--- src/hw/rtl/stcrs_pkg.sv ---
// Package for the counting segment tree block.
// Holds result and operation codes and the controller/datapath interface structs.
// No dependencies.
package stcrs_pkg;

    // Operation codes of an input beat.
    localparam logic OP_INCREMENT = 1'b0;
    localparam logic OP_QUERY     = 1'b1;

    // Status codes of a result beat.
    localparam logic [1:0] STATUS_DONE    = 2'd0;
    localparam logic [1:0] STATUS_ANSWER  = 2'd1;
    localparam logic [1:0] STATUS_IGNORED = 2'd2;

    // Domain size register.
    localparam int          DOMAIN_W     = 11;
    localparam logic [10:0] DOMAIN_RESET = 11'd1024;

    // Fixed payload widths.
    localparam int POS_W = 10;
    localparam int SUM_W = 32;

    // Commands from the controller to the datapath.
    typedef struct packed {
        logic load;       // capture an input beat
        logic clear;      // write zero at the sweep address
        logic rd_leaf;    // read the leaf node of the increment
        logic inc_step;   // write one node on the update path
        logic inc_first;  // the node written is the leaf itself
        logic q_left;     // left-bound step of the range walk
        logic q_right;    // right-bound step of the range walk
        logic emit;       // move the result to the output register
    } t_cmd;

    // Status from the datapath to the controller.
    typedef struct packed {
        logic op_query;
        logic inc_ok;
        logic q_empty;
        logic l_lt_r;
        logic k_root;
        logic clr_last;
    } t_sts;

endpackage

--- src/hw/rtl/stcrs_ctrl.sv ---
// Controller of the counting segment tree: sequences the clearing sweep,
// the update walk and the range walk. Depends on stcrs_pkg.
module stcrs_ctrl (
    input  logic            i_clk,
    input  logic            i_rst_n,
    input  logic            i_valid,
    output logic            o_stall,
    input  logic            i_stall,
    output logic            o_valid,
    input  stcrs_pkg::t_sts i_sts,
    output stcrs_pkg::t_cmd o_cmd
);

    localparam logic [2:0] S_CLEAR  = 3'd0;
    localparam logic [2:0] S_IDLE   = 3'd1;
    localparam logic [2:0] S_DECODE = 3'd2;
    localparam logic [2:0] S_LEAF   = 3'd3;
    localparam logic [2:0] S_INC    = 3'd4;
    localparam logic [2:0] S_QL     = 3'd5;
    localparam logic [2:0] S_QR     = 3'd6;
    localparam logic [2:0] S_FIN    = 3'd7;

    logic [2:0] r_state, n_state;
    logic       r_out_valid, n_out_valid;

    always_comb begin
        n_state = r_state;
        o_cmd   = '0;
        unique case (r_state)
            S_CLEAR: begin
                o_cmd.clear = 1'b1;
                if (i_sts.clr_last) begin
                    n_state = S_IDLE;
                end
            end
            S_IDLE: begin
                if (i_valid) begin
                    o_cmd.load = 1'b1;
                    n_state    = S_DECODE;
                end
            end
            S_DECODE: begin
                if (!i_sts.op_query) begin
                    if (i_sts.inc_ok) begin
                        o_cmd.rd_leaf = 1'b1;
                        n_state       = S_LEAF;
                    end else begin
                        n_state = S_FIN;
                    end
                end else if (i_sts.q_empty) begin
                    n_state = S_FIN;
                end else begin
                    n_state = S_QL;
                end
            end
            S_LEAF, S_INC: begin
                o_cmd.inc_step  = 1'b1;
                o_cmd.inc_first = (r_state == S_LEAF);
                n_state         = i_sts.k_root ? S_FIN : S_INC;
            end
            S_QL: begin
                o_cmd.q_left = 1'b1;
                n_state      = i_sts.l_lt_r ? S_QR : S_FIN;
            end
            S_QR: begin
                o_cmd.q_right = 1'b1;
                n_state       = S_QL;
            end
            S_FIN: begin
                if (!r_out_valid || !i_stall) begin
                    o_cmd.emit = 1'b1;
                    n_state    = S_IDLE;
                end
            end
            default: begin
                n_state = S_IDLE;
            end
        endcase
    end

    always_comb begin
        if (o_cmd.emit) begin
            n_out_valid = 1'b1;
        end else if (r_out_valid && !i_stall) begin
            n_out_valid = 1'b0;
        end else begin
            n_out_valid = r_out_valid;
        end
    end

    always_ff @(posedge i_clk) begin
        if (!i_rst_n) begin
            r_state     <= S_CLEAR;
            r_out_valid <= 1'b0;
        end else begin
            r_state     <= n_state;
            r_out_valid <= n_out_valid;
        end
    end

    assign o_stall = (r_state != S_IDLE);
    assign o_valid = r_out_valid;

endmodule

--- config.mk ---
export PLATFORM = sky130hd
export DESIGN_NAME = stcrs_ctrl
export DESIGN_NICKNAME = d
export VERILOG_FILES = /design/src/hw/rtl/stcrs_pkg.sv /design/src/hw/rtl/stcrs_ctrl.sv
export SDC_FILE = /design/constraint.sdc
export NUM_CORES = 1
export LEC_CHECK = 0
export ABC_AREA = 1
export ABC_CLOCK_PERIOD_IN_PS = 2500
export BUFFER_PORTS_ARGS = -buffer_cell sky130_fd_sc_hd__buf_2
export CAP_MARGIN = 20
export CORE_AREA = 2 2 39 41
export CTS_BUF_LIST = sky130_fd_sc_hd__clkbuf_2 sky130_fd_sc_hd__clkbuf_4 sky130_fd_sc_hd__clkbuf_8
export DETAILED_ROUTE_END_ITERATION = 6
export DIE_AREA = 0 0 41 43
export GPL_ROUTABILITY_DRIVEN = 0
export PLACE_DENSITY_LB_ADDON = 0.1
export RECOVER_POWER = 25
export SETUP_SLACK_MARGIN = 0.3
export SLEW_MARGIN = 40
export SYNTH_ARGS = -nofsm -noshare
export SYNTH_HDL_FRONTEND = slang
export SYNTH_SLANG_ARGS = --single-unit
--- constraint.sdc ---
create_clock -name i_clk -period 2.5 [get_ports i_clk]
set_clock_uncertainty 0.1 [all_clocks]
set_input_delay 0.125 -clock i_clk [delete_from_list [all_inputs] [get_ports i_clk]]
set_output_delay 0.125 -clock i_clk [all_outputs]
set_load 0.02 [all_outputs]
== Yosys cells after proc, flatten, opt, wreduce, memory -nomap -nowiden ==
Cells that the tools add are included.

* Multiplexer cells: 22
* Reduce and logical (&&, ||, !) cells: 8
* Eq/ne operators: 11

{| class="wikitable"
|+ Operators by type and width
! cell !! number
|-
| $pmux 3 s7 || 1
|-
| $mux 3 || 5
|-
| $mux 1 || 13
|-
| $eq 3x3->1 const B || 4
|-
| $eq 3x2->1 const B || 2
|-
| $mux 2 || 3
|-
| $ne 2x2->1 const B || 3
|-
| $eq 3x1->1 const B || 1
|-
| $logic_not 3->1 || 1
|-
| $ne 3x1->1 const B || 1
|-
| $reduce_and 3->1 || 1
|-
| $logic_not 1->1 || 2
|-
| $reduce_bool 2->1 || 1
|-
| $reduce_or 2->1 || 1
|-
| $logic_and 1x1->1 || 1
|-
| $logic_or 1x1->1 || 1
|}

* Word-level logic and storage cells: 43
* Input port bits: 10
* Bits in registers: 4
* Output and inout port bits: 10

== Logic depth before layout (Yosys ltp) ==
Gate-level depths: netlist of run 1.

* Depth in word-level cells: 5
* Mapped depth: 9
* Depth with buffers taken out: 8

== Least setup slack after synthesis of run 1 ==
Ideal clock, no wire load.

* Kind: reg-to-output
* Start: reg r_state[0]
* End: out o_cmd[5] (netlist name)
* Data required time: 2,275 ps
* Cell stages (with the launch flop): 5
* Path buffers: 1
* Data arrival time: 1,187 ps
* Setup slack: 1,088 ps
* Cells stage by stage: dfxtp_1 buf_6 inv_1 nand2_1 nor4_1

{| class="wikitable"
|+ RTL lines
! what !! RTL line !! RTL
|-
| from (decl) || stcrs_ctrl.sv:23 || <nowiki>logic [2:0] r_state, n_state;</nowiki>
|-
| from (signal assigned) || stcrs_ctrl.sv:96 || <nowiki>r_state <= n_state;</nowiki>
|-
| to (decl) || stcrs_ctrl.sv:11 || <nowiki>output stcrs_pkg::t_cmd o_cmd</nowiki>
|}

==> impl_metrics.toml, run 1 <==
[cts]
cts_tree = "yes"
clk_pin_slew_ns = 0.04
cts-root-buf = "clkbuf_4"
cts_setup_buffers = 0
cts_sinks = 4
cts_resized = 0
clk_path_buf_depth = 2
cts_buffers = 3
htree_levels = 1
insertion_delay_ns = 0.23
postCtsHoldBufs = 0

[route]
drc = 0
drt_iter0_drc = 8
firstDrtPassIters = 4
num_vias = 416
final_antenna_net_count = 0
wl_um = 805
via_per_inst = 4.289
wire_per_inst_um = 8.299

[placement]
port_buffers = 19
post-dp-hpwl_um = 669.4

[sta]
setup_viol_count_final = 0
finalMaxSlewViolations = 0
relSlewSlack = 0.8194
period_share = 0.5748
tightest_slew_ns = 0.2706
rsz0062_at_grt = "false"
tns_ns = 0
min_period_ns = 1.437
finalHoldViolations = 0
fmax_mhz = 695.9

[logic_synthesis]
synthSimpleGateAreaFrac = 0.4571
synth_compound_gate_area_share = 0.08929
synthAdderAreaFrac = 0
synth.top_cell.area_share = 0.2286
synth.avg_cell_area_um2 = 5.743
synth-seq-cells = 4
synth_top_family_by_area = "simple AND/OR/NAND/NOR gates"
seq_area_frac_synth = 0.2286
synth-xor-area-share = 0
synth_top_cell_by_area = "dfxtp_1"
synthMuxAreaShare = 0
syn_area_um2 = 350.3
synth.area.top_cells = "dfxtp_1 23%, inv_1 15%, nor2_1 13%, nand2_1 7.5%, nand2_2 7.1%"
synth_fp_nets = 71
yosys_warnings = 0
synthCells = 61
ys_types = 15

[final_layout]
diodes = 0
fillers = 173
finish.utilization = 0.3345
syn_to_final_growth_pct = 32.14
drive_above_1_share = 0.3333
nets = 93

[pwr]
leakagePower_nw = 0.2903
power_density_nw_per_um2 = 1103
peakVddDrop_v = 0.0003007

[global_routing]
grt-ovfl-total = 0
grt_pass1_vias = 315
grt_pass1_wl_um = 1221
grt_use_total = 0.1075
grt_max_degree = 10
antenna_found_initial = 0

[setup_path]
critical_path.max_stage_delay_ns = 0.46
worstPathRequired_ns = 2.28
worstPathCellList = "nand2_1, nand2_2, inv_1, nor2_1, buf_2"
cp_max_fo = 9
crit_family = "flip-flops"
endpoint_kind = "primary output"
worst-r2r-setup-slack_ns = 1.22
arrival_ns = 1.21
slowest_stage = "dfxtp_1"
path_class = "register to primary output"
rr_worst_depth = 8
timing.rr.end = "r_state[0]"
start_kind = "register"
path_buf_inv = 2
reg2reg_from = "r_state[0]"

[floorplan]
dieArea_um2 = 1763
die_w_um = 41
start_util = 0.2532
ios = 20
fp-row-count = 14
core_area_um2 = 1384
die_h_um = 43

[hold_path]
hold_path_startpoint = "i_rst_n"
hold_class = "input pin to register"
hold_path_end = "r_state[1]"
whs_path_depth = 3

[outcome]
status = "finished, final reports clean"

[flow_run]
drv_cap = 0
-- registers in the layout, indices dropped and copies added, names as in the netlist --
name and flops:
r_state 3, o_valid 1
-- power by group --
group	switching, W	leakage, nW	internal (W)
clock network	0.0000259	0.0138	0.0000537
registers	0.0000385	0.0328	0.0000858
logic	0.000199	0.244	0.000107
-- worst max path at each step --
stage / from / to / slack [ns] / depth (start not counted)
6_report: r_state[0] / o_cmd[4] / 1.06 / 5
3_5_place_dp: r_state[0] / r_state[0] / 1.27 / 7
4_1_cts: r_state[0] / o_cmd[4] / 1.03 / 5
2_1_floorplan: r_state[0] / o_cmd[5] / 1.09 / 4
3_3_place_gp: r_state[2] / r_state[0] / 1.27 / 7
5_1_grt: r_state[0] / o_cmd[5] / 0.95 / 4
-- synth_stat cells, drive strengths merged --
library cell,instances
o22ai,1
nor4,1
o21ai,2
buf,2
inv,16
dfxtp,4
nand4,2
nand2,11
nand3,7
a21oi,3
nor2,12
-- stage by stage --
step | cells | total power, W | setup slack, ns | area, µm² | hold WS, ns
after floorplan | 61 | 0.0003661 | 1.088 | 350.3 | 0.1763
after global placement | 94 | 0.0004409 | 1.267 | 446.7 | 0.3052
after detailed placement | 94 | 0.0004378 | 1.270 | 446.7 | 0.3044
after CTS | 97 | 0.0005215 | 1.028 | 469.2 | 0.05914
after global routing | 97 | 0.0005639 | 0.9481 | 462.9 | 0.06432
final | 97 | 0.0005104 | 1.063 | 462.9 | 0.06352
-- worst register-to-register path, cell delays in order, from the launching register on --
cell and delay (ns):
dfxtp_1 0.46, nand3_1 0.20, inv_1 0.12, nand2_2 0.08, nand2_2 0.07, nor2_1 0.04
nand3_1 0.06, nand2_1 0.05, inv_1 0.04
-- layer usage --
layer / global-route usage / up-vias / part of all wire
met5: 0 / - / 0
met4: 0.08000 / 0 / 0.0099
met1: 0.1355 / 170 / 0.46
met2: 0.1375 / 16 / 0.45
met3: 0.04712 / 2 / 0.086
li1: - / 228 / -
-- placed cells by master (no fill, tap or decap), types with 2 or more instances in the layout --
| cell type | n |
|---|---|
| nand3_1 | 6 |
| inv_1 | 15 |
| nand2_1 | 7 |
| nand2_2 | 4 |
| a21oi_1 | 3 |
| o21ai_0 | 2 |
| clkbuf_4 | 3 |
| dfxtp_1 | 4 |
| nor2_1 | 12 |
| nand4_1 | 2 |
| buf_2 | 18 |
-- logic make-up after synthesis --
family / count (synthesis)
compound gates: 6
buf+inv: 18
simple gates: 33
flops: 4
-- area by class of cell --
type | instances | area, µm² | area share
repair buffers | 19 | 93.84 | 0.2027
multi-input cells | 39 | 186.4 | 0.4027
flip-flops and latches | 4 | 80.08 | 0.1730
clock buffers | 3 | 22.52 | 0.04865
well taps | 16 | 20.02 | 0.04324
inverters | 16 | 60.06 | 0.1297
Power figures use the tool's default switching activity.
==> run 2: changes to the inputs <==
--- a/config.mk
+++ b/config.mk
@@ -6,7 +6,7 @@
 export NUM_CORES = 1
 export LEC_CHECK = 0
 export ABC_AREA = 1
-export ABC_CLOCK_PERIOD_IN_PS = 2500
+export ABC_CLOCK_PERIOD_IN_PS = 1300
 export BUFFER_PORTS_ARGS = -buffer_cell sky130_fd_sc_hd__buf_2
 export CAP_MARGIN = 20
 export CORE_AREA = 2 2 39 41
==> constraint.sdc (replaced) <==
create_clock -name i_clk -period 1.3 [get_ports i_clk]
set_clock_uncertainty 0.1 [all_clocks]
set_input_delay 0.065 -clock i_clk [delete_from_list [all_inputs] [get_ports i_clk]]
set_output_delay 0.065 -clock i_clk [all_outputs]
set_load 0.02 [all_outputs]
==> impl_metrics.toml, run 2 (synthesized netlist as in run 1, its figures left out) <==
[outcome]
status = "finished, final reports clean"

[route]
final_antenna_net_count = 0
wire_per_inst_um = 8.382
drt_iter0_drc = 2
drc = 0
wl_um = 855
via_per_inst = 4.294
firstDrtPassIters = 3
num_vias = 438

[cts]
clk_pin_slew_ns = 0.04
insertion_delay_ns = 0.23
htree_levels = 1
clk_path_buf_depth = 2
cts_tree = "yes"
cts_sinks = 4
cts_buffers = 3
cts-root-buf = "clkbuf_4"

[final_layout]
fillers = 150
fin_cells = 102
largest_register = "r_state"
finish.utilization = 0.4638
final_common_cell = "inv_1"
largest_reg_flops = 3
layout_common_cells = "10 x inv_1, 9 x buf_2, 8 x nor2_1"
diodes = 0
drive_above_1_share = 0.5814
fin_area_um2 = 641.9
nets = 98
syn_to_final_growth_pct = 83.21

[pwr]
power_density_nw_per_um2 = 2189
peakVddDrop_v = 0.001329
leakagePower_nw = 0.3325
power_switching_w = 0.0006696
intPower_w = 0.0007357
pwr-share-seq = 0.227
clockPowerShare = 0.106
switching_share = 0.4765
combPwrFrac = 0.667

[setup_path]
critical_path.max_stage_delay_ns = 0.40
path_buf_inv = 2
cp_max_fo = 6
slowest_stage = "dfxtp_4"
cp_common_cell = "buf_6"
start_kind = "register"
path_class = "register to primary output"
arrival_ns = 1.06
worstPathRequired_ns = 1.13
crit_family = "flip-flops"
worstPathCellList = "buf_6, nand3_4, nor2_4, buf_6"
endpoint_kind = "primary output"

[sta]
finalHoldViolations = 0
min_period_ns = 1.221
setup_viol_count_final = 0
finalMaxSlewViolations = 0
period_share = 0.9390
tightest_slew_ns = 0.2431
fmax_mhz = 819.2
worst_slack_ns = 0.07934
rsz0062_at_grt = "true"
tns_ns = 0
relSlewSlack = 0.8386

[placement]
port_buffers = 19
dpl_worst_slack_ns = 0.01006
post-dp-hpwl_um = 710.8
dp_cells = 95
place_area_um2 = 510.5

[flow_run]
drv_cap = 0

[floorplan]
ios = 20
die_h_um = 43
core_area_um2 = 1384
dieArea_um2 = 1763
fp-row-count = 14
die_w_um = 41
start_util = 0.2532

[global_routing]
antenna_found_initial = 0
grt_use_total = 0.1284
grt-ovfl-total = 0
grt_pass1_wl_um = 1511
grt_max_degree = 8
grt_pass1_vias = 414

[hold_path]
hold_class = "input pin to register"
run 2: cell types whose count changed in the layout (fill, tap and decap cells not counted), sizes merged:
cell         change
buf              +4
dlygate4sd3      +1
run 2: per-stage QoR:
stage / hold slack, ns / power [W]
2_1_floorplan: 0.06954 / 0.0008271
3_3_place_gp: 0.2432 / 0.0009870
3_5_place_dp: 0.2366 / 0.0009842
4_1_cts: -0.005585 / 0.001378
5_1_grt: 0.03151 / 0.001528
6_report: 0.007028 / 0.001405
run 2: path summary, 6_finish.rpt:
kind,start,endpoint,slack (ns),depth (start not counted)
max,r_state[0],o_cmd[7],0.08,4
min,i_stall,o_valid,0.007,3
max reg2reg,r_state[1],r_state[1],0.15,7
min reg2reg,o_valid,o_valid,0.38,2
run 2: power by group through the flow:
stage / Sequential [W] / Clock (W) / Combinational [W]
floorplan: 0.000240 / 0 / 0.000587
global placement: 0.000285 / 0 / 0.000701
detailed placement: 0.000286 / 0 / 0.000698
CTS: 0.000317 / 0.000160 / 0.000901
global route: 0.000333 / 0.000164 / 0.00103
finish: 0.000318 / 0.000149 / 0.000937
run 2: cell type report:
type / instances / area, µm² / share of cell area
clock buffer: 3 / 22.52 / 0.03509
inverter: 16 / 62.56 / 0.09747
multi-input combinational: 39 / 265.3 / 0.4133
sequential: 4 / 92.59 / 0.1442
tap: 16 / 20.02 / 0.03119
timing repair buffer: 24 / 178.9 / 0.2788
run 2: metal layers:
layer  track usage  wire length (µm)  up-vias
li1              -                 -      238
met1        0.1506               382      188
met2        0.1875               419       10
met3       0.01571                37        2
met4        0.1200                15        0
met5             0                 0        -
run 2: repair_timing:
item                       in CTS  in global routing
setup endpoints to repair      12                 12
pin swaps                       3                  2
resized for setup              24                  4
hold buffers                    1                  0
hold endpoints to repair        3                  0
setup buffers                   3                  0
run 2: tightest hold or removal path, stage by stage:
cell	delay, ns
buf_2	0.09
nand2_1	0.07
a21oi_1	0.06
==> run 3: changes to the inputs <==
--- a/config.mk
+++ b/config.mk
@@ -6,7 +6,6 @@
 export NUM_CORES = 1
 export LEC_CHECK = 0
 export ABC_AREA = 1
-export ABC_CLOCK_PERIOD_IN_PS = 1300
 export BUFFER_PORTS_ARGS = -buffer_cell sky130_fd_sc_hd__buf_2
 export CAP_MARGIN = 20
 export CORE_AREA = 2 2 39 41
==> constraint.sdc (replaced) <==
create_clock -name i_clk -period 1.05 [get_ports i_clk]
set_clock_uncertainty 0.1 [all_clocks]
set_input_delay 0.0525 -clock i_clk [delete_from_list [all_inputs] [get_ports i_clk]]
set_output_delay 0.0525 -clock i_clk [all_outputs]
set_load 0.02 [all_outputs]
==> impl_metrics.toml, run 3 (synthesized netlist as in run 1, its figures left out) <==
[sta]
tightest_slew_ns = 0.1782
hold-worst-slack_ns = -0.01525
fmax_mhz = 743.3
setup_viol_count_final = 12
period_share = 1.281
finalMaxSlewViolations = 0
relSlewSlack = 0.8803
rsz0062_at_grt = "true"
min_period_ns = 1.345
worst_slack_ns = -0.2953
finalHoldViolations = 1
tns_ns = -2.404

[global_routing]
grt_max_degree = 8
grt_use_total = 0.1555
grt-ovfl-total = 0
grt_pass1_vias = 421
grt_pass1_wl_um = 1745
antenna_found_initial = 0

[setup_path]
worstPathRequired_ns = 0.90
arrival_ns = 1.19
path_class = "register to primary output"
worst-r2r-setup-slack_ns = -0.21
timing.rr.end = "r_state[1]"
rr_worst_depth = 7
cp_max_fo = 3
start_kind = "register"
endpoint_kind = "primary output"
reg2reg_from = "r_state[0]"

[route]
drt_iter0_drc = 6
via_per_inst = 4.365
wire_per_inst_um = 10.17
wl_um = 1169
final_antenna_net_count = 0
drc = 0
firstDrtPassIters = 4
num_vias = 502

[placement]
post-dp-hpwl_um = 853.7
port_buffers = 19
dpl_worst_slack_ns = -0.1772

[pwr]
power_switching_w = 0.0009485
power_density_nw_per_um2 = 2729
peakVddDrop_v = 0.001183
switching_share = 0.4509
leakagePower_nw = 0.4265
pwr-share-seq = 0.158
combPwrFrac = 0.750
finalPower_w = 0.002103
clockPowerShare = 0.092
intPower_w = 0.001155

[hold_path]
hold_path_startpoint = "i_stall"
whs_path_depth = 3
hold_path_end = "o_valid"
hold_class = "input pin to register"

[cts]
cts_tree = "yes"
cts-root-buf = "clkbuf_4"
cts_sinks = 4
clk_path_buf_depth = 2
cts_buffers = 3
htree_levels = 1
insertion_delay_ns = 0.24
clk_pin_slew_ns = 0.04

[outcome]
status = "finished with violations"
violations = "hold timing, setup timing"

[final_layout]
final_common_cell = "buf_4"
diodes = 0
largest_register = "r_state"
largest_reg_flops = 3
drive_above_1_share = 0.6667
layout_common_cells = "19 x buf_4, 10 x inv_1, 9 x buf_2"
syn_to_final_growth_pct = 120.0
nets = 111

[floorplan]
ios = 20
dieArea_um2 = 1763
start_util = 0.2532
die_h_um = 43
fp-row-count = 14
die_w_um = 41
core_area_um2 = 1384

[flow_run]
drv_cap = 0
run 3: per-layer routing:
metal,global-route usage,part of all wire,vias up
met1,0.1987,0.42,214
met3,0.01571,0.051,5
met4,0.1400,0.030,0
met5,0,0,-
met2,0.2156,0.50,17
li1,-,-,266
run 3: stage by stage:
stage	std cells	utilization	area, µm²
floorplan	61	-	406.6
global route	115	0.5570	770.7
detailed placement	108	0.4485	620.6
CTS	114	0.5425	750.7
finish	115	0.5570	770.7
global placement	108	0.4485	620.6
run 3: how the worst max path moves through the flow:
stage                from         end  slack (ns)  cells after the start
2_1_floorplan  r_state[0]  r_state[0]       -0.03                      9
3_3_place_gp   r_state[0]  r_state[1]       -0.15                      6
3_5_place_dp   r_state[0]  r_state[2]       -0.18                      7
4_1_cts        r_state[0]    o_cmd[5]       -0.30                      6
5_1_grt        r_state[0]    o_cmd[5]       -0.34                      6
6_report       r_state[0]    o_cmd[5]       -0.30                      6
run 3: area by class of cell:
cell class | instances | area, µm²
fillers | 137 | 613.1
clock buffers | 3 | 22.52
inverters | 16 | 65.06
well taps | 16 | 20.02
repair buffers | 37 | 297.8
flip-flops and latches | 4 | 88.84
multi-input cells | 39 | 276.5
run 3: power by group through the flow:
stage	Clock (W)	Sequential, W	Combinational (W)
floorplan	0	0.000300	0.000718
global placement	0	0.000308	0.00120
detailed placement	0	0.000314	0.00120
CTS	0.000196	0.000337	0.00149
global route	0.000207	0.000344	0.00171
finish	0.000194	0.000333	0.00158
run 3: repair_timing:
| item | in CTS | in global routing |
|---|---|---|
| setup endpoints to repair | 14 | 14 |
| gates resized for setup | 27 | 5 |
| setup buffers | 3 | 1 |
| pin swaps | 0 | 3 |
| endpoints found under the hold margin | 1 | 0 |
| cloned | 0 | 0 |
run 3: critical path: stages, from the launching register on:
cell and delay [ns]:
dfxtp_2 0.32, buf_6 0.12, inv_4 0.05, nand2_4 0.05
buf_12 0.12, nor4_4 0.11, buf_4 0.17
